$ cat src/rtl/qssm_pkg.sv
package qssm_pkg;

  // Number of monitored servers and the width of a server index
  localparam int NUM_SERVERS = 3;
  localparam int SRV_W       = (NUM_SERVERS > 1) ? $clog2(NUM_SERVERS) : 1;

  // Queue between front and back end, and the result queue
  localparam int CQ_DEPTH = 4;
  localparam int CQ_AW    = $clog2(CQ_DEPTH);
  localparam int OQ_DEPTH = 4;
  localparam int OQ_AW    = $clog2(OQ_DEPTH);

  localparam logic [31:0] MAX32 = '1;
  localparam logic [47:0] MAX48 = '1;
  localparam logic [63:0] MAX64 = '1;

  typedef logic [SRV_W-1:0] srv_t;

  typedef enum logic {
    OP_RECORD = 1'b0,
    OP_REPORT = 1'b1
  } op_t;

  typedef struct packed {
    logic        command;
    logic [1:0]  server_id;
    logic [31:0] finish_time;
    logic [31:0] resp_time;
    logic [31:0] busy_time;
    logic [15:0] queue_length;
  } item_t;

  typedef struct packed {
    logic [1:0]  report_server;
    logic [31:0] jobs_done;
    logic [47:0] response_total;
    logic [47:0] busy_total;
    logic [31:0] peak_response;
    logic [15:0] peak_queue;
    logic [63:0] queue_area;
    logic        last_report;
  } result_t;

  // Classified, clipped request as held between front and back end
  typedef struct packed {
    op_t         op;
    srv_t        server;
    logic [31:0] fin;
    logic [31:0] resp;
    logic [31:0] busy;
    logic [15:0] qlen;
  } cmd_t;

  typedef struct packed {
    logic empty;
    logic full;
  } cq_stat_t;

  typedef struct packed {
    logic afford;
    logic full;
  } oq_stat_t;

endpackage

$ cat src/rtl/qssm_out_queue.sv
module qssm_out_queue (
  input  logic               clk,
  input  logic               rst,
  input  logic               res_push,
  input  qssm_pkg::result_t  res,
  input  logic               pop,
  output logic               empty,
  output qssm_pkg::result_t  result,
  output qssm_pkg::oq_stat_t stat
);

  qssm_pkg::result_t          slot [qssm_pkg::OQ_DEPTH];
  logic [qssm_pkg::OQ_AW-1:0] wr_ptr;
  logic [qssm_pkg::OQ_AW-1:0] rd_ptr;
  logic [qssm_pkg::OQ_AW:0]   count;
  logic                       take;

  assign take = pop && !empty;

  // Pointers and fill level
  always_ff @(posedge clk) begin
    if (rst) begin
      wr_ptr <= '0;
      rd_ptr <= '0;
      count  <= '0;
    end else begin
      if (res_push) begin
        wr_ptr <= wr_ptr + 1'b1;
      end
      if (take) begin
        rd_ptr <= rd_ptr + 1'b1;
      end
      case ({res_push, take})
        2'b10:   count <= count + 1'b1;
        2'b01:   count <= count - 1'b1;
        default: count <= count;
      endcase
    end
  end

  // Storage
  always_ff @(posedge clk) begin
    if (res_push) begin
      slot[wr_ptr] <= res;
    end
  end

  // Room for one more report: one may already be in flight
  assign empty       = (count == '0);
  assign result      = slot[rd_ptr];
  assign stat.afford = (count <= (qssm_pkg::OQ_AW+1)'(qssm_pkg::OQ_DEPTH - 2));
  assign stat.full   = (count == (qssm_pkg::OQ_AW+1)'(qssm_pkg::OQ_DEPTH));

endmodule

$ cat config.mk
export PLATFORM = sky130hd
export DESIGN_NAME = qssm_out_queue
export DESIGN_NICKNAME = d
export VERILOG_FILES = /design/src/rtl/qssm_pkg.sv /design/src/rtl/qssm_out_queue.sv
export SDC_FILE = /design/constraint.sdc
export NUM_CORES = 1
export LEC_CHECK = 0
export BUFFER_PORTS_ARGS = -buffer_cell sky130_fd_sc_hd__buf_2
export CAP_MARGIN = 20
export CORE_AREA = 2 2 247 370
export DETAILED_ROUTE_END_ITERATION = 10
export DIE_AREA = 0 0 249 372
export GPL_TIMING_DRIVEN = 1
export MAX_ROUTING_LAYER = met4
export SYNTH_ARGS = -nofsm -noshare
export SYNTH_HDL_FRONTEND = slang
export SYNTH_SLANG_ARGS = --single-unit
export TNS_END_PERCENT = 10
$ cat constraint.sdc
create_clock -name clk -period 6.5 [get_ports clk]
set_clock_uncertainty 0.2 [all_clocks]
set_input_delay 0.325 -clock clk [delete_from_list [all_inputs] [get_ports clk]]
set_output_delay 0.325 -clock clk [all_outputs]
set_load 0.03 [all_outputs]
=== Word-level counts from Yosys, hierarchy flattened ===
Memories as Yosys holds them, arrays and structs flattened. A register that Yosys moved wholly into a read port is not among the register bits.
Cells that the tools add are included.
Widths: inputs -> output; s select.

* Register bits: 7
* Bits in latches: 0
* RAM bits: 972
* Memory bits (read-only): 0
* Input port bits: 247
* Output and inout bits: 246
* Logic and storage cells: 21
* Memories kept: 1

* $add $sub $neg: 4
* Multipliers: 0
* Div/mod/pow operators: 0
* $lt $le $gt $ge: 1
* Equality and inequality tests: 3
* Shift operators: 0
* Muxes and demuxes: 5
* Bitwise operators: 0
* Reductions and logical operators: 4

{| class="wikitable"
|+ Memories
! memory !! words !! width !! rd ports !! clocked after memory_dff !! write ports !! line !! text
|-
| slot || 4 || 243 || 1 || 1 || 1 || qssm_out_queue.sv:12 || <nowiki>qssm_pkg::result_t slot [qssm_pkg::OQ_DEPTH];</nowiki>
|}

{| class="wikitable"
|+ Operator list
! kind !! count
|-
| $pmux 3 s2 || 1
|-
| $add 2x1->2 const B || 2
|-
| $mux 2 || 2
|-
| $add 3x1->3 const B || 1
|-
| $eq 3x3->1 const B || 1
|-
| $le 3x2->1 const B || 1
|-
| $logic_not 3->1 || 1
|-
| $sub 3x1->3 const B || 1
|-
| $eq 2x1->1 const B || 1
|-
| $eq 2x2->1 const B || 1
|-
| $mux 1 || 2
|-
| $reduce_bool 2->1 || 1
|-
| $logic_and 1x1->1 || 1
|-
| $logic_not 1->1 || 1
|}

=== Logic depth before layout (Yosys ltp) ===
* Word-level depth: 5
* Depth in mapped cells: 8
* Mapped depth without buffers: 8

=== Worst setup path after synthesis ===
Ideal clock, no wire load.

* Kind: register -> register
* Start point: register wr_ptr[0] (netlist name)
* End point: memory slot[0][0] (netlist name), enable pin
* Library setup time: 633 ps
* Data arrival time: 6054 ps
* Required time: 5667 ps
* Slack: -387 ps
* Stages on the path, launching flop included: 4
* Buffers on the path: 0
* Clock period less this slack: 6887 ps
* Path through: dfxtp_1 inv_1 ha_1 and2_1

{| class="wikitable"
|+ RTL lines
! item !! line !! text
|-
| start: declaration || qssm_out_queue.sv:13 || <nowiki>logic [qssm_pkg::OQ_AW-1:0] wr_ptr;</nowiki>
|-
| start signal: assignment || qssm_out_queue.sv:28 || <nowiki>wr_ptr <= wr_ptr + 1'b1;</nowiki>
|-
| end: declaration || qssm_out_queue.sv:12 ||
|}

No word-level cell before the write port.

==> results.md <==
- Via count: 16.8k
- Power share of the clock group: roughly 33%
- DR WL/cell: between 20 and 25 um
- Crit path buf inv count: 2
- Worst IR Drop VDD: about 280 uV
- Grt peak-use layer: met2
- Number of antenna violations at the first check in global routing: 13
- Die Wd: between 200 and 250 um
- Post-synth net total: 1573
- Critical path's slowest cell: dfxtp_4
- Starting DRT DRC Count: between 800 and 900
- Worst Path Max Fanout: slightly above 90
- Logic pwr share: between 20% and 30%
- Htree depth: 3
- Top-count cell post-synth: edfxtp_1
- Synth warn: 0
- First-pass GRT wire length: 111000 um
- Synth Register Bits: 981
- Post-placement cell count: 2934
- Net Sw Power: 0.00454 W
- Synthesized cell area: between 30000 and 40000 um^2
- Setup TNS: 0 ns
- # IOs: a little under 500
- Critical path data arrival time: 3.10 ns
- Non-Filler Instances: roughly 3.4k
- Crit path required time: between 5 and 6 ns
- Met2 GRT Util: 26.5%
- Worst min-delay path startpoint: res[228]
- Post-route ant nets: 0
- Pwr dens: about 360 nW/um^2
- Max Cap Viol: 0
- CTS tree: built
- P_leak: about 15 nW
- Outcome: complete, no violations
- Post-synth top cells: edfxtp_1, mux4_2, buf_2, buf_6
- Reg power frac: 46.0%
- R2r endpoint: slot[2][118]
- Critical Path Max Stage Delay: ~0.83 ns
- HPWL after detailed placement: between 40000 and 50000 um
- Setup WS post-layout: 2.88 ns
- Slew @ Worst Pin: 1.32 ns
- Height of the die: roughly 370 um
- Synth area leaders: edfxtp_1, mux4_2, buf_6, dfxtp_1, buf_2
- Nets: 2362
- HP Class: input pin to register
- Origin of the critical flop-to-flop path: wr_ptr[0]
- Worst path cell trace: buf_12 > mux4_2 > buf_2
- Number of iterations in the first detailed-routing pass: 5
- TritonCTS Buffers: 90
- Placer Congestion: around 0.73
- Highest clock rate: between 200 and 300 MHz
- R2R cell count: 4
- Hold Crit Depth: 2
- Ratio of routed vias to standard cells: between 5 and 6
- Final Hold Fails: 0
- CTS Sinks: roughly 980
- Starting Density: about two fifths
- Grt met3 use: under 10%
- Fin. max-slew vios: 0
- Crit start category: register
- Area of the multi-input gates: around 5700 um^2
- Post-Syn Area per Cell: 26.9 um^2
- Relative slew slack: a little under an eighth
- Number of enable flip-flop cells after synthesis: roughly 1000
- Clock Tree Buf Depth: 3
- Register area: 29400 um^2
- Fin crit period: roughly 3.6 ns
- Netlist cell types: 21
- Overflow after GRT: 0
- GRT Util Overall: between 15 and 20%
- Reg clk slew, reported paths: about 0.060 ns
- Synth area leader: edfxtp_1
- Layout cells sized above 1: between 40% and 50%
- Synth top area share: approximately 82%
- Sw frac: 28.2%
- Hold slack: just over 0.2 ns
- Post-synth ARST share: 0%
- Gates resized, CTS repair: 0
- Int Pwr: 0.0116 W
- Fillers: ~7.2k
- Critical path type: register to primary output
- R2R Setup Slk: 3.59 ns
- DRC viols: 0
- WHS Endpoint: slot[3][228]
- CTS Root Cell: clkbuf_16
- RSZ-0062 raised after global routing: no
- Core Area: ~90000 um^2
- Pre-CTS setup slack: around 3.4 ns
- Synth Instances: approximately 1.3k
- IO Port Bufs: roughly 490
- Drt total wl: ~74000 um
- Largest net degree at the start of global routing: between 100 and 150
- Sequential cell area fraction in the yosys report: around 83%
- Number of global-route vias before repair: ~18k
- Crit end category: primary output
- Met1 Usage GRT: around a fifth
- Critical path's top delay family: flip-flops
- Row Count: 135
- Dominant synthesized flop cell: edfxtp_1
- Die area: 92600 um^2
- Synthesis-to-layout area growth: 25.8%
- Tcrit/Tclk final: approximately 56%
- Final Setup Violations: 0
- Post-CTS setup buffer count: 0
- Worst-Skew Late Latency: about 0.66 ns
-- area by class of cell --
class / count / area share (%)
Clock inverter: 60 / 1.37
Inverter: 7 / 0.0588
Tap cell: 1164 / 3.26
Clock buffer: 102 / 5.14
Sequential cell: 981 / 65.8
Multi-Input combinational cell: 277 / 12.8
Timing Repair Buffer: 752 / 11.5
Antenna cell: 13 / 0.0728
-- how the worst max path moves through the flow --
stage / from / end / slack (ns) / cells after the start
global placement: register / result[91] / 3.41 / 3
floorplan: wr_ptr[0] / slot[2][0] / -0.39 / 3
finish: register / result[149] / 2.88 / 3
CTS: register / result[91] / 2.66 / 3
detailed placement: register / result[91] / 3.41 / 3
global route: register / result[91] / 2.60 / 3
-- state kept, by name, indices dropped and copies added, names as in the netlist, named ones only --
register	count
rd_ptr	2
count	3
slot	972
wr_ptr	2
-- cells in the final DEF (no fill, tap or decap), types with 8 or more instances in the layout --
cell and n:
bufinv_16 10, dlygate4sd3_1 247, clkbuf_1 12, clkinv_2 16
buf_12 8, clkinvlp_4 9, buf_2 492, diode_2 13
clkbuf_16 90, edfxtp_1 972, mux4_2 243, clkinv_1 17
-- cells by family after synthesis --
group / count (synthesis) / share of synthesized area, %
DFF: 981 / 82.7
muxes: 244 / 15.4
buffers and inverters: 62 / 1.15
and+or+nand+nor: 16 / 0.222
AOI/OAI and AO/OA: 7 / 0.106
adders and majority gates: 6 / 0.233
xor gates and xnor gates: 4 / 0.0987
-- metal layers --
layer  routed length (um)  vias up
met3                 4970      108
met5                    0        -
li1                     -     7334
met1                29400     8844
met2                37400      519
met4                 2190        0
-- timing repair --
item,CTS,global route
endpoints found under the hold margin,981,0
endpoints found under the setup margin,0,0
hold buffers,247,0
-- metrics by stage --
stage / util (%) / power (W) / instance area [um^2]
2_1_floorplan: - / 0.0100 / 35500
3_5_place_dp: 43.8 / 0.0110 / 39200
3_3_place_gp: 43.8 / 0.0109 / 39200
6_report: 49.8 / 0.0161 / 44700
4_1_cts: 49.8 / 0.0163 / 44600
5_1_grt: 49.8 / 0.0167 / 44700
-- power groups by stage --
stage                     Clock (W)  Combinational [W]  Sequential (W)
after floorplan                   0            0.00253         0.00752
after global placement            0            0.00340         0.00754
after detailed placement          0            0.00341         0.00756
after CTS                   0.00537            0.00355         0.00742
after global routing        0.00560            0.00367         0.00745
final                       0.00523            0.00346         0.00742
Note: power is estimated with default switching activity, not from simulation.
