[src/rtl/qssm_pkg.sv]
package qssm_pkg;

  // Number of monitored servers and the width of a server index
  localparam int NUM_SERVERS = 3;
  localparam int SRV_W       = (NUM_SERVERS > 1) ? $clog2(NUM_SERVERS) : 1;

  // Queue between front and back end, and the result queue
  localparam int CQ_DEPTH = 4;
  localparam int CQ_AW    = $clog2(CQ_DEPTH);
  localparam int OQ_DEPTH = 4;
  localparam int OQ_AW    = $clog2(OQ_DEPTH);

  localparam logic [31:0] MAX32 = '1;
  localparam logic [47:0] MAX48 = '1;
  localparam logic [63:0] MAX64 = '1;

  typedef logic [SRV_W-1:0] srv_t;

  typedef enum logic {
    OP_RECORD = 1'b0,
    OP_REPORT = 1'b1
  } op_t;

  typedef struct packed {
    logic        command;
    logic [1:0]  server_id;
    logic [31:0] finish_time;
    logic [31:0] resp_time;
    logic [31:0] busy_time;
    logic [15:0] queue_length;
  } item_t;

  typedef struct packed {
    logic [1:0]  report_server;
    logic [31:0] jobs_done;
    logic [47:0] response_total;
    logic [47:0] busy_total;
    logic [31:0] peak_response;
    logic [15:0] peak_queue;
    logic [63:0] queue_area;
    logic        last_report;
  } result_t;

  // Classified, clipped request as held between front and back end
  typedef struct packed {
    op_t         op;
    srv_t        server;
    logic [31:0] fin;
    logic [31:0] resp;
    logic [31:0] busy;
    logic [15:0] qlen;
  } cmd_t;

  typedef struct packed {
    logic empty;
    logic full;
  } cq_stat_t;

  typedef struct packed {
    logic afford;
    logic full;
  } oq_stat_t;

endpackage

[src/rtl/qssm_back.sv]
module qssm_back (
  input  logic               clk,
  input  logic               rst,
  input  logic [31:0]        end_time,
  input  qssm_pkg::cmd_t     head,
  input  qssm_pkg::cq_stat_t cq_stat,
  input  qssm_pkg::oq_stat_t oq_stat,
  output logic               deq,
  output logic               res_push,
  output qssm_pkg::result_t  res
);

  // Per-server statistics
  logic [31:0] job_count [qssm_pkg::NUM_SERVERS];
  logic [47:0] resp_sum  [qssm_pkg::NUM_SERVERS];
  logic [47:0] busy_sum  [qssm_pkg::NUM_SERVERS];
  logic [31:0] max_resp  [qssm_pkg::NUM_SERVERS];
  logic [15:0] max_q     [qssm_pkg::NUM_SERVERS];
  logic [15:0] prev_q    [qssm_pkg::NUM_SERVERS];
  logic [31:0] start     [qssm_pkg::NUM_SERVERS];
  logic [63:0] area_sum  [qssm_pkg::NUM_SERVERS];

  qssm_pkg::srv_t    rep_idx;
  logic              rep_last;
  logic              is_rec;
  logic              is_rep;
  qssm_pkg::srv_t    sel;
  logic [31:0]       sel_ext;
  logic [31:0]       span_to;
  logic [31:0]       span_len;
  logic [47:0]       product;
  logic              q_change;
  logic              add_go;
  logic [32:0]       jc_sum;
  logic [48:0]       rs_sum;
  logic [48:0]       bs_sum;
  logic [31:0]       jc_new;
  logic [47:0]       rs_new;
  logic [47:0]       bs_new;
  qssm_pkg::result_t snap;

  // Second stage: pending area update or report
  logic              b2_add;
  logic              b2_rep;
  qssm_pkg::srv_t    b2_idx;
  logic [47:0]       b2_w;
  qssm_pkg::result_t b2_snap;
  logic [64:0]       area_add;
  logic [63:0]       area_sat;

  // Stage one: pick the request, one shared multiplier for the area weight
  always_comb begin
    rep_last = (32'(rep_idx) == 32'(qssm_pkg::NUM_SERVERS - 1));
    is_rec   = !cq_stat.empty && head.op == qssm_pkg::OP_RECORD;
    is_rep   = !cq_stat.empty && head.op == qssm_pkg::OP_REPORT && oq_stat.afford;
    sel      = (head.op == qssm_pkg::OP_REPORT) ? rep_idx : head.server;
    sel_ext  = 32'(sel);
    span_to  = (head.op == qssm_pkg::OP_REPORT) ? end_time : head.fin;
    span_len = (span_to > start[sel]) ? (span_to - start[sel]) : '0;
    product  = 48'(span_len) * 48'(prev_q[sel]);
    q_change = prev_q[sel] != head.qlen;
    add_go   = is_rec && q_change && (start[sel] != '0);
    deq      = is_rec || (is_rep && rep_last);
  end

  // Saturating sums for a record
  always_comb begin
    jc_sum = {1'b0, job_count[sel]} + 33'd1;
    rs_sum = {1'b0, resp_sum[sel]} + 49'(head.resp);
    bs_sum = {1'b0, busy_sum[sel]} + 49'(head.busy);
    jc_new = jc_sum[32] ? qssm_pkg::MAX32 : jc_sum[31:0];
    rs_new = rs_sum[48] ? qssm_pkg::MAX48 : rs_sum[47:0];
    bs_new = bs_sum[48] ? qssm_pkg::MAX48 : bs_sum[47:0];
  end

  // Report snapshot, area filled in by stage two
  always_comb begin
    snap                = '0;
    snap.report_server  = sel_ext[1:0];
    snap.jobs_done      = job_count[sel];
    snap.response_total = resp_sum[sel];
    snap.busy_total     = busy_sum[sel];
    snap.peak_response  = max_resp[sel];
    snap.peak_queue     = max_q[sel];
    snap.last_report    = rep_last;
  end

  // Stage two: saturating area accumulate
  always_comb begin
    area_add = {1'b0, area_sum[b2_idx]} + 65'(b2_w);
    area_sat = area_add[64] ? qssm_pkg::MAX64 : area_add[63:0];
    res            = b2_snap;
    res.queue_area = area_sat;
    res_push       = b2_rep;
  end

  // Statistics registers
  always_ff @(posedge clk) begin
    if (rst) begin
      for (int k = 0; k < qssm_pkg::NUM_SERVERS; k++) begin
        job_count[k] <= '0;
        resp_sum[k]  <= '0;
        busy_sum[k]  <= '0;
        max_resp[k]  <= '0;
        max_q[k]     <= '0;
        prev_q[k]    <= '0;
        start[k]     <= '0;
        area_sum[k]  <= '0;
      end
    end else begin
      for (int k = 0; k < qssm_pkg::NUM_SERVERS; k++) begin
        if (is_rec && sel == qssm_pkg::srv_t'(k)) begin
          job_count[k] <= jc_new;
          resp_sum[k]  <= rs_new;
          busy_sum[k]  <= bs_new;
          if (head.resp > max_resp[k]) begin
            max_resp[k] <= head.resp;
          end
          if (head.qlen > max_q[k]) begin
            max_q[k] <= head.qlen;
          end
          if (q_change) begin
            start[k] <= head.fin;
          end
          prev_q[k] <= head.qlen;
        end
        // Report clears the server, area cleared once it is read out
        if (is_rep && sel == qssm_pkg::srv_t'(k)) begin
          job_count[k] <= '0;
          resp_sum[k]  <= '0;
          busy_sum[k]  <= '0;
          max_resp[k]  <= '0;
          max_q[k]     <= '0;
          prev_q[k]    <= '0;
          start[k]     <= '0;
        end
        if (b2_add && b2_idx == qssm_pkg::srv_t'(k)) begin
          area_sum[k] <= area_sat;
        end
        if (b2_rep && b2_idx == qssm_pkg::srv_t'(k)) begin
          area_sum[k] <= '0;
        end
      end
    end
  end

  // Report sequencing and stage-two control
  always_ff @(posedge clk) begin
    if (rst) begin
      rep_idx <= '0;
      b2_add  <= 1'b0;
      b2_rep  <= 1'b0;
    end else begin
      if (is_rep) begin
        rep_idx <= rep_last ? '0 : rep_idx + 1'b1;
      end
      b2_add <= add_go;
      b2_rep <= is_rep;
    end
  end

  // Stage-two payload
  always_ff @(posedge clk) begin
    b2_idx  <= sel;
    b2_w    <= product;
    b2_snap <= snap;
  end

endmodule

[config.mk]
export PLATFORM = sky130hd
export DESIGN_NAME = qssm_back
export DESIGN_NICKNAME = d
export VERILOG_FILES = /design/src/rtl/qssm_pkg.sv /design/src/rtl/qssm_back.sv
export SDC_FILE = /design/constraint.sdc
export NUM_CORES = 2
export LEC_CHECK = 0
export BUFFER_PORTS_ARGS = -buffer_cell sky130_fd_sc_hd__buf_2
export CAP_MARGIN = 20
export CORE_UTILIZATION = 60
export CTS_CLUSTER_DIAMETER = 100
export DETAILED_ROUTE_END_ITERATION = 8
export GPL_ROUTABILITY_DRIVEN = 0
export PLACE_DENSITY = 0.79
export SYNTH_ARGS = -nofsm -noshare
export SYNTH_HDL_FRONTEND = slang
export SYNTH_SLANG_ARGS = --single-unit
export TNS_END_PERCENT = 5
[constraint.sdc]
create_clock -name clk -period 16.5 [get_ports clk]
set_clock_uncertainty 0.2 [all_clocks]
set_input_delay 3.3 -clock clk [delete_from_list [all_inputs] [get_ports clk]]
set_output_delay 3.3 -clock clk [all_outputs]
set_load 0.005 [all_outputs]
### Yosys cells after proc, flatten, opt, wreduce, memory -nomap -nowiden

Memories as Yosys holds them, arrays and structs flattened. A register that Yosys moved wholly into a read port is not among the register bits.
Cells that the tools add are included.

| word-level totals | value |
|---|---|
| memories | 8 |
| input bits | 153 |
| memory bits (writable) | 864 |
| bits in registers | 183 |
| logic and storage cells | 237 |

| operators by class | value |
|---|---|
| $mul | 1 |
| add/sub/neg operators | 6 |
| bitwise gates (word level) | 49 |
| reductions and logical operators | 23 |
| mux-type cells | 128 |
| $lt $le $gt $ge | 7 |
| eq/ne operators | 6 |

Memories:

| memory | words | bits a word | read ports | clocked after Yosys merged registers in | wr ports | RTL line | source |
|---|---|---|---|---|---|---|---|
| area_sum | 3 | 64 | 1 | 1 | 3 | qssm_back.sv:21 | `logic [63:0] area_sum [qssm_pkg::NUM_SERVERS];` |
| busy_sum | 3 | 48 | 1 | 0 | 3 | qssm_back.sv:16 | `logic [47:0] busy_sum [qssm_pkg::NUM_SERVERS];` |
| resp_sum | 3 | 48 | 1 | 0 | 3 | qssm_back.sv:15 | `logic [47:0] resp_sum [qssm_pkg::NUM_SERVERS];` |
| job_count | 3 | 32 | 1 | 0 | 3 | qssm_back.sv:14 | `logic [31:0] job_count [qssm_pkg::NUM_SERVERS];` |
| max_resp | 3 | 32 | 4 | 1 | 3 | qssm_back.sv:17 | `logic [31:0] max_resp [qssm_pkg::NUM_SERVERS];` |
| start | 3 | 32 | 1 | 0 | 3 | qssm_back.sv:20 | `logic [31:0] start [qssm_pkg::NUM_SERVERS];` |
| +2 memories | -- | -- | -- | -- | -- | -- |  |

Operators with widths:

| kind | number |
|---|---|
| 32-bit two-way mux | 21 |
| 48-bit two-way mux | 14 |
| 64-bit two-way mux | 7 |
| 16-bit two-way mux | 12 |
| 32-bit greater-than comparator | 4 |
| 48-bit by 32-bit adder with 49-bit output | 2 |
| 1-bit two-way mux | 72 |
| 64-bit by 48-bit adder with 65-bit output | 1 |
| 16-bit greater-than comparator | 3 |
| 32-bit by 16-bit multiplier with 48-bit output | 1 |
| 1-bit OR | 48 |
| 32-bit by 1-bit adder with 33-bit output, second input constant | 1 |
| 32-bit nonzero test | 1 |
| 32-bit subtractor | 1 |
| 1-bit logical AND | 18 |
| 16-bit != test | 1 |
| 2-bit == test, second input constant | 3 |
| 2-bit by 1-bit == test with 1-bit output, second input constant | 2 |
| 2-bit zero test | 2 |
| 2-bit two-way mux | 2 |
| 2-bit by 1-bit adder with 2-bit output, second input constant | 1 |
| 1-bit zero test | 1 |
| 1-bit logical OR | 1 |
| 1-bit inverter | 1 |

### Longest topological paths before layout

An unclocked memory read counts as a cell.

| depth | value |
|---|---|
| depth after elaboration | 9 |
| mapped depth | 50 |
| gate-level depth less buffers | 40 |

### Worst setup path after synthesis

OpenSTA, ideal clock, no wires.

| timing | value |
|---|---|
| kind | input -> register |
| from | input port head[114] (netlist name) |
| to | register b2_w[45] |
| library setup time | 0.072 ns |
| required time | 16.228 ns |
| data arrival time | 13.476 ns |
| stages on the path | 45 |
| setup slack | 2.752 ns |
| path through | buf_6 mux2i_4 buf_4 buf_4 buf_2 buf_2 buf_1 clkbuf_1 a21o_1 inv_1 ha_1 fa_1 nor2b_1 o31a_1 nor3_1 o21ai_1 a21oi_1 o21ai_1 [... 9 more ...] fa_1 fa_1 fa_1 fa_1 inv_1 fa_1 inv_1 ha_1 a21oi_1 inv_1 nor4_1 a31oi_1 o211ai_1 a31oi_1 o311a_1 a221o_1 a21oi_1 xnor2_1 |

| between the ends | value |
|---|---|
| word-level cells in the longest chain between the ends | 5 |
| elaborated cells between the ends (all ways) | 8 |

Ends and longest elaborated chain:

| element | RTL line | source |
|---|---|---|
| start, declared | qssm_back.sv:5 | `input qssm_pkg::cmd_t head,` |
| 2-bit two-way mux | qssm_back.sv:56 | `sel = (head.op == qssm_pkg::OP_REPORT) ? rep_idx : head.server;` |
| memory 3 x 32 bit | -- |  |
| 32-bit subtractor / 32-bit greater-than comparator (equally long branches) | qssm_back.sv:59 | `span_len = (span_to > start[sel]) ? (span_to - start[sel]) : '0;` |
| 32-bit two-way mux | qssm_back.sv:59 |  |
| 32-bit by 16-bit multiplier with 48-bit output * | qssm_back.sv:60 | `product = 48'(span_len) * 48'(prev_q[sel]);` |
| via product[45] | qssm_back.sv:31 | `logic [47:0] product;` |
| end signal, assigned | qssm_back.sv:165 | `b2_w <= product;` |
| end, declared | qssm_back.sv:46 | `logic [47:0] b2_w;` |

The timed path passes the listed nets; every way through them passes the cells marked *.
A chain may end at the register's enable or synchronous reset.

### Final worst setup path

| timing | value |
|---|---|
| from | input port head[114] (netlist name) |
| to | register b2_w[43] |

The elaborated chain is that of the path after synthesis.

==> impl_results.md <==
- Post-layout net count: roughly 9,000
- Leak: between 0.03 and 0.04 uW
- Root Buffer: clkbuf_16
- Post-synthesis sequential area ratio: 38.6%
- PortBufs: between 300 and 400
- Io pins: between 300 and 400
- Count leader, synth: nand2_1
- Hold Fails Final Rpt: 0
- H-tree lvl count: 3
- Simple-Gate Fraction of Synth Area: roughly a fifth
- TritonCTS clock tree: built
- Final min period: around 14,000 ps
- Final clock period utilization by the worst path: between 80 and 90%
- Num Clock Sinks: ~1,100
- DR iter-0 viols: about 6,300
- Crit start category: input pin
- Initial antenna violation count: 17
- Seq pwr share: a little under a quarter
- Wire per inst: 20.9 um
- CTS Buf Count: between 100 and 150
- Top_reg_cell synth: edfxtp_1
- Total Power Consumption: roughly 14,000 uW
- Synth cell types: approximately 90
- WP buf/inv: 8
- Register area: between 20,000 and 30,000 sq um
- Largest cells by area after synthesis: edfxtp_1 24%, dfxtp_1 14%, fa_1 12%, ha_1 7.1%, nand2_1 6.1%
- Post-route ant nets: 0
- Cell taking the most area after synthesis: edfxtp_1
- Number of setup buffers added after CTS: 0
- Layout overhead on the synthesized area: 9.63%
- Power per cell area: roughly 180 nW/um^2
- Die Span X: approximately 350 um
- Worst slew pin tran: ~1200 ps
- Clk pwr share: between 10% and 20%
- Sw frac: between 40% and 50%
- Via count: between 50,000 and 60,000
- Critical path's slowest cell: a21oi_2
- Mapped Avg Cell Area: between 8 and 9 sq um
- Standard-cell rows: roughly 130
- Post-synthesis mux area share: between 2 and 2.5%
- Clock Latency Late Sink: 750 ps
- Crit path max-delay family: adder cells
- Core region area: approximately 120,000 sq um
- Crit path kind: input pin to register
- Yosys warnings: 0
- Main combinational cell family by area after synthesis: simple AND/OR/NAND/NOR gates
- RR Startpoint: rep_idx[1]
- Tot GR Track Use: around a third
- Vias per std cell: approximately 6.1
- Hold Crit Start: job_count[2][29]
- Sw Pwr: 6130 uW
- Post-Synthesis Cells: roughly 8,000
- RSZ-0062 raised after global routing: false
- Number of setup violations in the final report: 0
- Setup TNS: 0 ps
- Largest net degree at the start of global routing: 160
- Synthesized area: 71,700 sq um
- CP max stage delay: roughly 750 ps
- Synth Register Bits: between 1,000 and 1,500
- Post-Route WL: between 200,000 and 250,000 um
- Logic pwr share: between 50% and 60%
- Adder-cell area share of the yosys netlist: between 10% and 20%
- CP endpoint kind: register
- Max-Cap Viols: 0
- Yosys top cell area share: ~24%
- Global-route wire length before repair: around 320,000 um
- Status: finished clean
- Most frequent CP cell: fa_1
- DRC Markers: 0
- Post-cts hold buffer count: 0
- Fraction of layout cells with a size suffix above 1: under 10%
- Commonest cells in the netlist: 1,166 x nand2_1, 1,124 x nor2_1, 706 x inv_1, 576 x edfxtp_1, 519 x dfxtp_1
- Critical path launch point: head[114]
- Hold_ws: 246 ps
- P_int: ~7800 uW
- VDD IR-drop max: 258 uV
- Number of synthesized flops with an enable pin: approximately 580
- Number of gates resized after cts: 0
- Asr flop ratio synth: 0%
- DRT Pass-1 Iters: 6
- Die Ht: approximately 350 um
- Worst EP required: between 15,000 and 20,000 ps
- Peak fanout along the critical path: 42
- Die ar.: 121,000 sq um
- Critical Path AT: 14,840 ps
- Hold Path Class: register to register
- Max-slew violations: 0
- Gr ovfl total: 0
- Compound-Gate Fraction of Synth Area: roughly an eighth
- Fmax: around 70 MHz
- DP Wirelength: 142,000 um
- Number of global-route vias before repair: between 50,000 and 60,000
- Initial Utilization: 60.7%
- Slew margin rel.: about a fifth
- Syn_nets: ~9,000
- Xor/xnor cell area share of the yosys netlist: 2.88%
- CTS clk-pin slew, worst paths: 70 ps
- Area of the multi-input gates: just under 40,000 sq um
- Max Root-Sink Buffers: 3
- Filler cells: around 9,400
==> state kept, by name (all words and copies together), names as in the netlist, 2 cells and up <==
register and flops:
b2_idx 2, prev_q 48, max_resp 96, job_count 96
rep_idx 2, b2_w 48, max_q 48, resp_sum 144
busy_sum 144, area_sum 192, start 96, res 177
==> cell usage in the layout (no fill, tap or decap), types with 183 or more instances in the layout <==
cell | synthesis | layout
nor2_1 | 1124 | 1124
ha_1 | 409 | 409
dfxtp_1 | 519 | 517
buf_2 | 56 | 395
inv_1 | 706 | 706
nand3_1 | 183 | 183
nand2_1 | 1166 | 1164
fa_1 | 422 | 422
a21oi_1 | 405 | 400
edfxtp_1 | 576 | 576
o21ai_0 | 303 | 303
==> cell families after synthesis <==
| family | count (synthesis) |
|---|---|
| AO/OA/AOI/OAI | 1399 |
| buffers and inverters | 1149 |
| XOR/XNOR | 236 |
| adder cells (fa/ha/maj) | 831 |
| AND/OR/NAND/NOR | 3116 |
| flip-flops | 1095 |
| multiplexers | 162 |
==> power by group through the flow <==
stage / Combinational, uW / Sequential (uW) / Clock, uW
after floorplan: 5750 / 3330 / 0
after global placement: 7530 / 3370 / 0
after detailed placement: 7780 / 3380 / 0
after CTS: 7860 / 3320 / 2650
after global routing: 8910 / 3340 / 2760
final: 7990 / 3330 / 2630
==> metal layers <==
metal | vias to the layer above | track usage, % | wire length (um)
met1 | 28619 | 44.8 | 80900
met3 | 563 | 6.53 | 22400
met5 | - | 0 | 129
met4 | 20 | 15.7 | 9660
li1 | 27131 | - | -
met2 | 3331 | 52.2 | 91700
==> final cells by class <==
class                           count  share of cell area [%]
Antenna cell                        9                  0.0286
Clock buffer                      154                    4.06
Clock inverter                     57                   0.857
Inverter                          713                    3.42
Multi-Input combinational cell   5744                    50.6
Sequential cell                  1095                    35.2
Tap cell                         1536                    2.44
Timing Repair Buffer              485                    3.43
==> final timing paths <==
path / endpoint / slack (ps) / depth (start not counted)
setup / recovery: b2_w[43] / 2070 / 37
setup reg to reg: b2_w[43] / 4410 / 36
hold / removal: job_count[2][29] / 250 / 2
hold reg to reg: job_count[2][29] / 250 / 2
==> stage by stage <==
| step | setup WS (ps) | utilization [%] | cells | area (sq um) |
|---|---|---|---|---|
| 2_1_floorplan | 2750 | - | 7988 | 71700 |
| 3_3_place_gp | 1760 | 63.2 | 9569 | 74700 |
| 3_5_place_dp | 1500 | 63.2 | 9569 | 74700 |
| 4_1_cts | 2190 | 66.5 | 9780 | 78600 |
| 5_1_grt | 1410 | 66.5 | 9787 | 78600 |
| 6_report | 2070 | 66.5 | 9793 | 78600 |
==> tightest hold or removal path: stages (launching register included) <==
cell and delay (ps):
dfxtp_1 310, nand2_1 50, nand2_1 40
Power figures use the tool's default switching activity.
