===== config.mk =====
export PLATFORM = sky130hd
export DESIGN_NAME = qssm_front
export DESIGN_NICKNAME = d
export VERILOG_FILES = /design/src/rtl/qssm_pkg.sv /design/src/rtl/qssm_front.sv
export SDC_FILE = /design/constraint.sdc
export NUM_CORES = 1
export LEC_CHECK = 0
export BUFFER_PORTS_ARGS = -buffer_cell sky130_fd_sc_hd__buf_2
export CAP_MARGIN = 20
export CORE_MARGIN = 10
export CORE_UTILIZATION = 50
export DETAILED_ROUTE_END_ITERATION = 16
export PLACE_DENSITY_LB_ADDON = 0.25
export SLEW_MARGIN = 20
export SYNTH_ARGS = -nofsm -noshare
export SYNTH_HDL_FRONTEND = slang
export SYNTH_SLANG_ARGS = --single-unit

===== constraint.sdc =====
create_clock -name vclk -period 6
set_clock_uncertainty 0.1 [all_clocks]
set_input_delay 0.9 -clock vclk [all_inputs]
set_output_delay 0.9 -clock vclk [all_outputs]
set_load 0.02 [all_outputs]

===== src/rtl/qssm_pkg.sv =====
package qssm_pkg;

  // Number of monitored servers and the width of a server index
  localparam int NUM_SERVERS = 3;
  localparam int SRV_W       = (NUM_SERVERS > 1) ? $clog2(NUM_SERVERS) : 1;

  // Queue between front and back end, and the result queue
  localparam int CQ_DEPTH = 4;
  localparam int CQ_AW    = $clog2(CQ_DEPTH);
  localparam int OQ_DEPTH = 4;
  localparam int OQ_AW    = $clog2(OQ_DEPTH);

  localparam logic [31:0] MAX32 = '1;
  localparam logic [47:0] MAX48 = '1;
  localparam logic [63:0] MAX64 = '1;

  typedef logic [SRV_W-1:0] srv_t;

  typedef enum logic {
    OP_RECORD = 1'b0,
    OP_REPORT = 1'b1
  } op_t;

  typedef struct packed {
    logic        command;
    logic [1:0]  server_id;
    logic [31:0] finish_time;
    logic [31:0] resp_time;
    logic [31:0] busy_time;
    logic [15:0] queue_length;
  } item_t;

  typedef struct packed {
    logic [1:0]  report_server;
    logic [31:0] jobs_done;
    logic [47:0] response_total;
    logic [47:0] busy_total;
    logic [31:0] peak_response;
    logic [15:0] peak_queue;
    logic [63:0] queue_area;
    logic        last_report;
  } result_t;

  // Classified, clipped request as held between front and back end
  typedef struct packed {
    op_t         op;
    srv_t        server;
    logic [31:0] fin;
    logic [31:0] resp;
    logic [31:0] busy;
    logic [15:0] qlen;
  } cmd_t;

  typedef struct packed {
    logic empty;
    logic full;
  } cq_stat_t;

  typedef struct packed {
    logic afford;
    logic full;
  } oq_stat_t;

endpackage


===== src/rtl/qssm_front.sv =====
module qssm_front (
  input  qssm_pkg::item_t    item,
  input  logic               push,
  input  logic [31:0]        end_time,
  input  qssm_pkg::cq_stat_t cq_stat,
  output logic               full,
  output logic               enq,
  output qssm_pkg::cmd_t     entry
);

  logic [31:0] sid_ext;
  logic        in_range;
  logic        late;
  logic [32:0] resp_lim;
  logic [32:0] busy_lim;
  logic [32:0] resp_cut;
  logic [32:0] busy_cut;

  // Classify the request and clip late finishes back to the end time.
  // resp > (fin - end) is checked as resp + end > fin, and the cut value
  // resp + end - fin always fits in 32 bits.
  always_comb begin
    sid_ext  = 32'(item.server_id);
    in_range = sid_ext < 32'(qssm_pkg::NUM_SERVERS);
    late     = item.finish_time > end_time;
    resp_lim = {1'b0, item.resp_time} + {1'b0, end_time};
    busy_lim = {1'b0, item.busy_time} + {1'b0, end_time};
    resp_cut = resp_lim - {1'b0, item.finish_time};
    busy_cut = busy_lim - {1'b0, item.finish_time};

    entry.op     = qssm_pkg::op_t'(item.command);
    entry.server = sid_ext[qssm_pkg::SRV_W-1:0];
    entry.qlen   = item.queue_length;
    if (late) begin
      entry.fin  = end_time;
      entry.resp = (resp_lim > {1'b0, item.finish_time}) ? resp_cut[31:0] : '0;
      entry.busy = (busy_lim > {1'b0, item.finish_time}) ? busy_cut[31:0] : '0;
    end else begin
      entry.fin  = item.finish_time;
      entry.resp = item.resp_time;
      entry.busy = item.busy_time;
    end
  end

  // Out-of-range records are taken and dropped here
  assign full = cq_stat.full;
  assign enq  = push && !cq_stat.full &&
                (entry.op == qssm_pkg::OP_REPORT || in_range);

endmodule


* After elaboration in Yosys (flattened, before gate mapping)
Index checks and enable logic that the tools add are counted.
** Word-level totals
- Register bits :: 0
- Latch bits :: 0
- RAM bits :: 0
- Memory bits (read-only) :: 0
- Input bits :: 150
- Output and inout port bits :: 117
- Logic and storage cells :: 15
- Memories kept :: 0
** Operators by class
- $add $sub $neg :: 4
- Multiply operators :: 0
- Div/mod/pow operators :: 0
- $lt $le $gt $ge :: 4
- Equality and inequality tests :: 0
- Shift operators :: 0
- Mux-type cells :: 3
- Bitwise logic cells :: 0
- Reduce and logical (&&, ||, !) cells :: 4
** Operators with widths (number)
- $mux 96 :: 1
- $add 32x32->33 :: 2
- $gt 33x32->1 :: 2
- $mux 32 :: 2
- $sub 32x32->32 :: 2
- $gt 32x32->1 :: 1
- $logic_and 1x1->1 :: 2
- $lt 2x2->1 const B :: 1
- $logic_not 1->1 :: 1
- $logic_or 1x1->1 :: 1

* Depth between registers and ports, before layout
Gate-level depths: netlist of run 1.
- Depth after elaboration :: 4
- Gate-level depth with buffers :: 23
- Depth with buffers taken out :: 21

* Worst setup path after synthesis of run 1
No wires, ideal clock.
- Kind :: in2out
- From :: input port item[48] in the netlist's numbering
- To :: output port entry[76] in the netlist's numbering
- Data arrival time :: 5.447 ns
- Required time :: 5.000 ns
- Slack :: -0.447 ns
- Stages on the path :: 22
- Cells stage by stage :: ha_1 > fa_1 > a211oi_1 > o21ai_1 > a21oi_2 > nor4_2 > o21a_1 > a21o_1 > a21o_1 > a221oi_2 > xnor2_1 > ha_1 > and3_1 > and3_1 > a221oi_1 > o31a_1 > o221ai_1 > a21o_1 > a21oi_1 > or2_1 > buf_4 > o41ai_1
** RTL lines
- start: declaration :: RTL line qssm_front.sv:2 : input qssm_pkg::item_t item,
- end: declaration :: RTL line qssm_front.sv:8 : output qssm_pkg::cmd_t entry

==> results of run 1 <==
## cell type report
class / instances / area (µm²)
multi-input cells: 1158 / 9230
repair buffers: 558 / 4060
fillers: 1206 / 3420
inverters: 94 / 353
well taps: 225 / 282
diodes: 4 / 10.0
## cell usage after synthesis, types with 4 or more instances
| cell type | count | area share, % |
|---|---|---|
| nand2b_1 | 11 | 0.78 |
| a31o_2 | 4 | 0.40 |
| inv_1 | 94 | 4.0 |
| o31ai_1 | 31 | 2.6 |
| ha_1 | 160 | 23 |
| o21ai_1 | 8 | 0.45 |
| o211ai_1 | 10 | 0.85 |
| xnor2_1 | 69 | 6.8 |
| fa_1 | 4 | 0.90 |
| nor3_1 | 15 | 0.85 |
| nor2_1 | 79 | 3.3 |
| or3_1 | 7 | 0.49 |
| nand3_1 | 28 | 1.6 |
| nand2_1 | 143 | 6.1 |
| a22o_1 | 6 | 0.59 |
| a211oi_1 | 22 | 1.9 |
| o21a_1 | 10 | 0.85 |
| a221oi_1 | 7 | 0.69 |
| a221o_1 | 5 | 0.56 |
| o21bai_1 | 20 | 1.7 |
| nor2b_1 | 18 | 1.3 |
| xor2_1 | 38 | 3.8 |
| a31oi_1 | 17 | 1.2 |
| buf_2 | 9 | 0.51 |
| a21oi_1 | 131 | 7.4 |
| buf_4 | 24 | 2.0 |
| and2_1 | 4 | 0.28 |
| clkbuf_1 | 20 | 0.85 |
| nand4_1 | 21 | 1.5 |
| o21ai_0 | 133 | 7.5 |
| a21o_1 | 64 | 5.4 |
| and3_1 | 20 | 1.4 |
## final timing paths
check / end / depth (start not counted) / from / slack [ps]
min: entry[0] / 0 / item[0] / 1700
max: entry[20] / 25 / end_time[0] / -470
## metal layers
metal / share of wire, % / global-route usage [%] / vias up
li1: - / - / 5843
met1: 41 / 40.6 / 5826
met2: 47 / 52.1 / 719
met3: 8.4 / 3.23 / 127
met4: 3.6 / 7.99 / 0
met5: 0 / 0 / -
## timing repair
item	in CTS	in global routing
gates cloned	2	1
hold buffers	0	0
gates resized for setup	167	111
setup buffers	19	11
pin swaps	65	53
endpoints found under the setup margin	64	64
## placed cells by master (no fill, tap or decap), types with 13 or more instances in the layout
cell      count
a211oi_1     16
a21o_1       64
a21oi_1     116
a21oi_2      15
a31oi_1      14
and3_1       13
buf_2       180
buf_4       318
buf_6        49
ha_1        149
inv_1        94
nand2_1     139
nand3_1      25
nand4_1      21
nor2_1       77
nor2b_1      17
o21ai_0     101
o21ai_1      19
o21ai_4      13
o21bai_1     20
o31ai_4      18
xnor2_1      65
xor2_1       37
## metrics by stage
stage               TNS [ps]  instance area (µm²)  instances  hold slack (ps)  setup slack (ps)
finish                -25400                13900       2039             1700              -470
global route          -35110                13900       2039             1700              -653
global placement      -27640                12400       2003             1700              -516
detailed placement    -32180                12400       2003             1700              -576
CTS                   -16940                13300       2024             1700              -360
floorplan               -895                 8990       1308             1780             -50.2
## logic make-up (layout without fill, tap and decap cells)
| kind of cell | Yosys count | after routing | share of synthesized area (%) |
|---|---|---|---|
| other cells | 0 | 4 | 0 |
| mux | 1 | 1 | 0.127 |
| buf+inv | 150 | 652 | 7.75 |
| fa+ha+maj | 164 | 164 | 23.5 |
| simple gates | 368 | 368 | 19.7 |
| compound gates | 518 | 518 | 38.3 |
| xor+xnor | 107 | 107 | 10.6 |
## where the power goes
group | total (mW) | internal, mW | leakage, nW | switching (mW)
Sequential | 0 | 0 | 0 | 0
Combinational | 3.05 | 1.39 | 7.06 | 1.66
Clock | 0.0000000892 | 0.0000000892 | 0.0000254 | 0
Total | 3.05 | 1.39 | 7.06 | 1.66
## critical path, delay by kind of cell
kind | cells | cell delay [ps]
AOI/OAI and AO/OA | 8 | 1710
and+or+nand+nor | 8 | 1280
adders and majority gates | 3 | 820
buffers and inverters | 5 | 670
xor gates and xnor gates | 1 | 80
==> key figures, run 1 <==
Outcome
  – Outcome: finished with violations
  – Failing checks: negative setup slack

Power
  – Worst vdd ir: about 0.27 mV
  – Total power: between 3 and 4 mW
  – Cell Pwr Density: between 200 and 250 nW/µm²
  – Leakage: 7.06 nW

STA
  – Period Utilization, post-route: 108%
  – Worst-margin pin slew: 532 ps
  – Final hold violation count: 0
  – Minimum clock period: approximately 6500 ps
  – Fin. max-slew vios: 0
  – RSZ-0062 raised after global routing: yes
  – Fmax: ~150 MHz
  – Slew margin rel.: between 60 and 70%
  – Number of setup violations in the final report: 64
  – Final worst slack: -470 ps

Synthesis
  – Distinct cell type count after synthesis: just over 80
  – Mapped cell area: 8860 µm²
  – Synth Instances: 1308
  – Sequential area share after synthesis: 0%
  – Syn_area_per_cell: 6.77 µm²
  – Syn_nets: 1622
  – Syn. warnings: 0

Cells and area
  – Nets@finish: approximately 2100
  – Layout area overhead: 57.3%
  – Seq_cells: 0
  – Seq. cell area: 0 µm²
  – Post-layout util: 80.3%
  – Share of cells above drive strength 1: 39.9%
  – Clock buffer cells: 0

Floorplanning
  – Initial core utilization: roughly 50%
  – Core area: roughly 17000 µm²
  – Die Width: 153 µm
  – Top-level I/O count: ~270
  – Die area: approximately 23000 µm²
  – Die Height: ~150 µm
  – Rows: between 40 and 50

Detailed routing
  – DRT iter0 DRCs: between 1000 and 1500
  – Detail Route Antenna Nets: 0
  – DRT Wirelength: 41600 µm
  – Via density: roughly 6.1
  – WL/cell: ~20 µm
  – Routed vias: between 10000 and 15000
  – TritonRoute pass-1 iters: 8
  – Drc violations: 0

Placement
  – Routability congestion estimate: around 1
  – Hpwl dp: between 30000 and 40000 µm
  – Port bufs: between 200 and 250

Global route
  – Initial antenna violation count: 4
  – GRT Overall Usage: 30.8%
  – First-pass GRT wire length: 61100 µm
  – GRT overflow: 0
  – Largest net degree at the start of global routing: 60
  – Vias in the first global route: approximately 12000

Setup path
  – Setup CP Type: in -> out
  – Critical Path Source Type: input pin
  – Slowest stage cell, crit path: a221o_1
  – CP endpoint kind: output port
  – Crit path largest cell delay: roughly 400 ps
  – CP Max Fanout: 8
  – Critical Path AT: 5470 ps
  – CP Data Required Time: ~5000 ps

Worst hold path
  – Hold Crit Class: in -> out

Run
  – Max-cap violation count: 0
No activity file was read; power rests on OpenSTA's default activity.
==> run 2: changes to the inputs <==
--- a/config.mk
+++ b/config.mk
@@ -5,10 +5,13 @@
 export SDC_FILE = /design/constraint.sdc
 export NUM_CORES = 1
 export LEC_CHECK = 0
+export ABC_AREA = 1
 export BUFFER_PORTS_ARGS = -buffer_cell sky130_fd_sc_hd__buf_2
 export CAP_MARGIN = 20
+export CELL_PAD_IN_SITES_DETAIL_PLACEMENT = 1
+export CELL_PAD_IN_SITES_GLOBAL_PLACEMENT = 1
 export CORE_MARGIN = 10
-export CORE_UTILIZATION = 50
+export CORE_UTILIZATION = 34
 export DETAILED_ROUTE_END_ITERATION = 16
 export PLACE_DENSITY_LB_ADDON = 0.25
 export SLEW_MARGIN = 20
==> key figures, run 2 <==
Outcome
  – Outcome: finished clean

Power
  – Internal: 0.881 mW (-37%)
  – Flop pwr share: 0% (unchanged)
  – Cell Pwr Density: 204 nW/µm² (-6.9%)
  – Switching share of power: 66.7% (+12 points)
  – Leakage: 7.91 nW (+12%)
  – P_sw: 1.76 mW (+6.0%)
  – Worst vdd ir: 0.0876 mV (-67%)
  – Combinational power share: 100.0% (about the same)
  – Clk pwr share: 0% (unchanged)

Floorplanning
  – Die area: 40900 µm² (+75%)
  – Die Height: 202 µm (+32%)
  – Rows: 66 (+38%)
  – Initial core utilization: 34.5% (-16 points)
  – Die Width: 202 µm (+32%)
  – Top-level I/O count: 267 (unchanged)
  – Core area: 32700 µm² (+88%)

Cells and area
  – Number of diodes: 0 (-4)
  – Most common cell after layout, fill and taps aside: nand2_1
  – Share of cells above drive strength 1: 11.8% (-28 points)
  – Clock buffer cells: 0 (unchanged)
  – Post-layout util: 39.6% (-41 points)
  – Layout area overhead: 14.6%
  – Seq_cells: 0 (unchanged)
  – Area of the multi-input gates: 9600 µm² (+3.9%)
  – Nets@finish: 2750 (+29%)
  – Fill cells: 4949 (+310%)
  – Most frequent cells in the layout: 830 x nand2_1, 366 x inv_1, 234 x buf_2
  – Seq. cell area: 0 µm² (unchanged)

Run
  – Max-cap violation count: 0 (unchanged)

Setup path
  – Critical Path Source Type: input pin
  – Crit path largest cell delay: 400 ps (about the same)
  – CP endpoint kind: output port
  – Critical Path AT: 4720 ps (-750 ps)
  – Worst Path Buf+Inv: 4 (-1)
  – Most common cell on crit path: nand2_1
  – Slowest stage cell, crit path: fa_1
  – Setup CP Type: in -> out
  – CP top delay family: simple AND/OR/NAND/NOR gates
  – Cell Chain, Critical Path: buf_2, ha_1, fa_1, nand3_1, nand3_1, a21oi_2, inv_1, nand2_1, nand2_1, a21oi_1, xnor2_1, ha_1, nand2_1, nor2_1, inv_1, nor2_1, nand4_1, nand3b_1, xor2_1, nor2_1, nand3_1, nand2_1, buf_2
  – CP Max Fanout: 4 (-4)
  – CP Data Required Time: 5000 ps (about the same)

Global route
  – Initial antenna violation count: 0 (-4)
  – Largest net degree at the start of global routing: 134 (+120%)
  – GRT overflow: 0 (unchanged)
  – Vias in the first global route: 15407 (+31%)
  – First-pass GRT wire length: 81500 µm (+34%)
  – GRT Overall Usage: 24.8% (-6.0 points)

Placement
  – Port bufs: 234 (unchanged)
  – Routability congestion estimate: 0.954 (-2.2%)
  – Hpwl dp: 48400 µm (+53%)

Worst hold path
  – Hold Path Stages: 0 (unchanged)
  – Worst hold start: item[3]
  – Hold Crit Class: in -> out
  – Hold Path End: entry[3]

Detailed routing
  – DRT iter0 DRCs: 584 (-54%)
  – DRT Wirelength: 53700 µm (+29%)
  – TritonRoute pass-1 iters: 4 (-4)
  – Detail Route Antenna Nets: 0 (unchanged)
  – Drc violations: 0 (unchanged)
  – WL/cell: 18.7 µm (-8.3%)
  – Routed vias: 14610 (+17%)
  – Via density: 5.08 (-17%)

Synthesis
  – Mapped cell area: 11300 µm² (+28%)
  – Top-area cell type share of the netlist area: 27.6% (+5.0 points)
  – Syn_nets: 2542 (+57%)
  – Synth Instances: 2228 (+70%)
  – List of most frequent post-synthesis cells: 830 x nand2_1, 367 x inv_1, 230 x nor2_1
  – Syn_area_per_cell: 5.07 µm² (-25%)
  – Distinct cell type count after synthesis: 40 (-51%)
  – Synth area leaders: nand2_1 28%, ha_1 18%, inv_1 12%, nor2_1 7.6%, nand3_1 6.6%
  – Area leader, netlist: nand2_1
  – Most common cell in the netlist: nand2_1
  – Sequential area share after synthesis: 0% (unchanged)
  – Syn. warnings: 0 (unchanged)

STA
  – Setup tns final: 0 ps (+25400 ps)
  – Fmax: 175 MHz (+13%)
  – Final hold violation count: 0 (unchanged)
  – Hold_ws: 1700 ps (unchanged)
  – Fin. max-slew vios: 0 (unchanged)
  – Worst-margin pin slew: 772 ps (+240 ps)
  – RSZ-0062 raised after global routing: no
  – Period Utilization, post-route: 95.3% (-13 points)
  – Number of setup violations in the final report: 0 (-100%)
  – Slew margin rel.: 48.5% (-16 points)
  – Minimum clock period: 5720 ps (-752 ps)

Clock network
  – Cts hold-fix bufs: 0 (unchanged)
-- run 2: cell count changes after synthesis, sizes merged, moves of 15 or more --
cell and delta:
nand2 +692, inv +277, nor2 +152, nand3 +120
o21ai -75, a21o -57, o31ai -32, xnor2 -31
a211oi -24, nor2b -18, and3 -15, clkbuf -15
-- run 2: worst max path at each step --
| stage | start | endpoint | depth (start not counted) |
|---|---|---|---|
| CTS | end_time[0] | entry[18] | 24 |
| global placement | end_time[0] | entry[20] | 24 |
| floorplan | item[16] | entry[41] | 22 |
| detailed placement | end_time[0] | entry[18] | 24 |
| global route | end_time[0] | entry[43] | 24 |
| finish | end_time[0] | entry[35] | 23 |
-- run 2: layer usage --
layer | wire [µm] | up-vias | GRT usage [%]
met3 | 1050 | 100 | 1.04
met2 | 26700 | 248 | 46.0
li1 | - | 7420 | -
met1 | 23700 | 6842 | 29.3
met5 | 0 | - | 0
met4 | 2290 | 0 | 9.75
-- run 2: power by group through the flow --
stage,registers (mW),clock network [mW],logic [mW]
6_report,0,0,2.64
5_1_grt,0,0,2.95
4_1_cts,0,0,2.62
3_5_place_dp,0,0,2.61
3_3_place_gp,0,0,2.56
2_1_floorplan,0,0,1.83
-- run 2: metrics by stage --
| stage | cell area [µm²] | setup WS (ps) | std cells | total power, mW |
|---|---|---|---|---|
| finish | 12900 | 282 | 2876 | 2.64 |
| global route | 12900 | 1.36 | 2876 | 2.95 |
| CTS | 12900 | 225 | 2874 | 2.62 |
| detailed placement | 12900 | 234 | 2874 | 2.61 |
| global placement | 12900 | 313 | 2874 | 2.56 |
| floorplan | 11300 | 1040 | 2228 | 1.83 |
-- run 2: layout make-up --
| cell class | count | area share, % |
|---|---|---|
| multi-input cells | 1803 | 74.1 |
| well taps | 442 | 4.27 |
| repair buffers | 259 | 10.8 |
| inverters | 372 | 10.8 |
-- run 2: what timing repair did --
action	4_1_cts	5_1_grt
endpoints found under the setup margin	0	60
setup buffers	0	1
resized for setup	0	11
-- run 2: cell families (layout without fill, tap and decap cells) --
kind of cell    after synthesis  after routing  share of synthesized area (%)
simple gates               1305           1305                           47.2
compound gates              247            247                           12.2
xor+xnor                     87             87                           6.74
buf+inv                     425            631                           15.5
fa+ha+maj                   164            164                           18.4
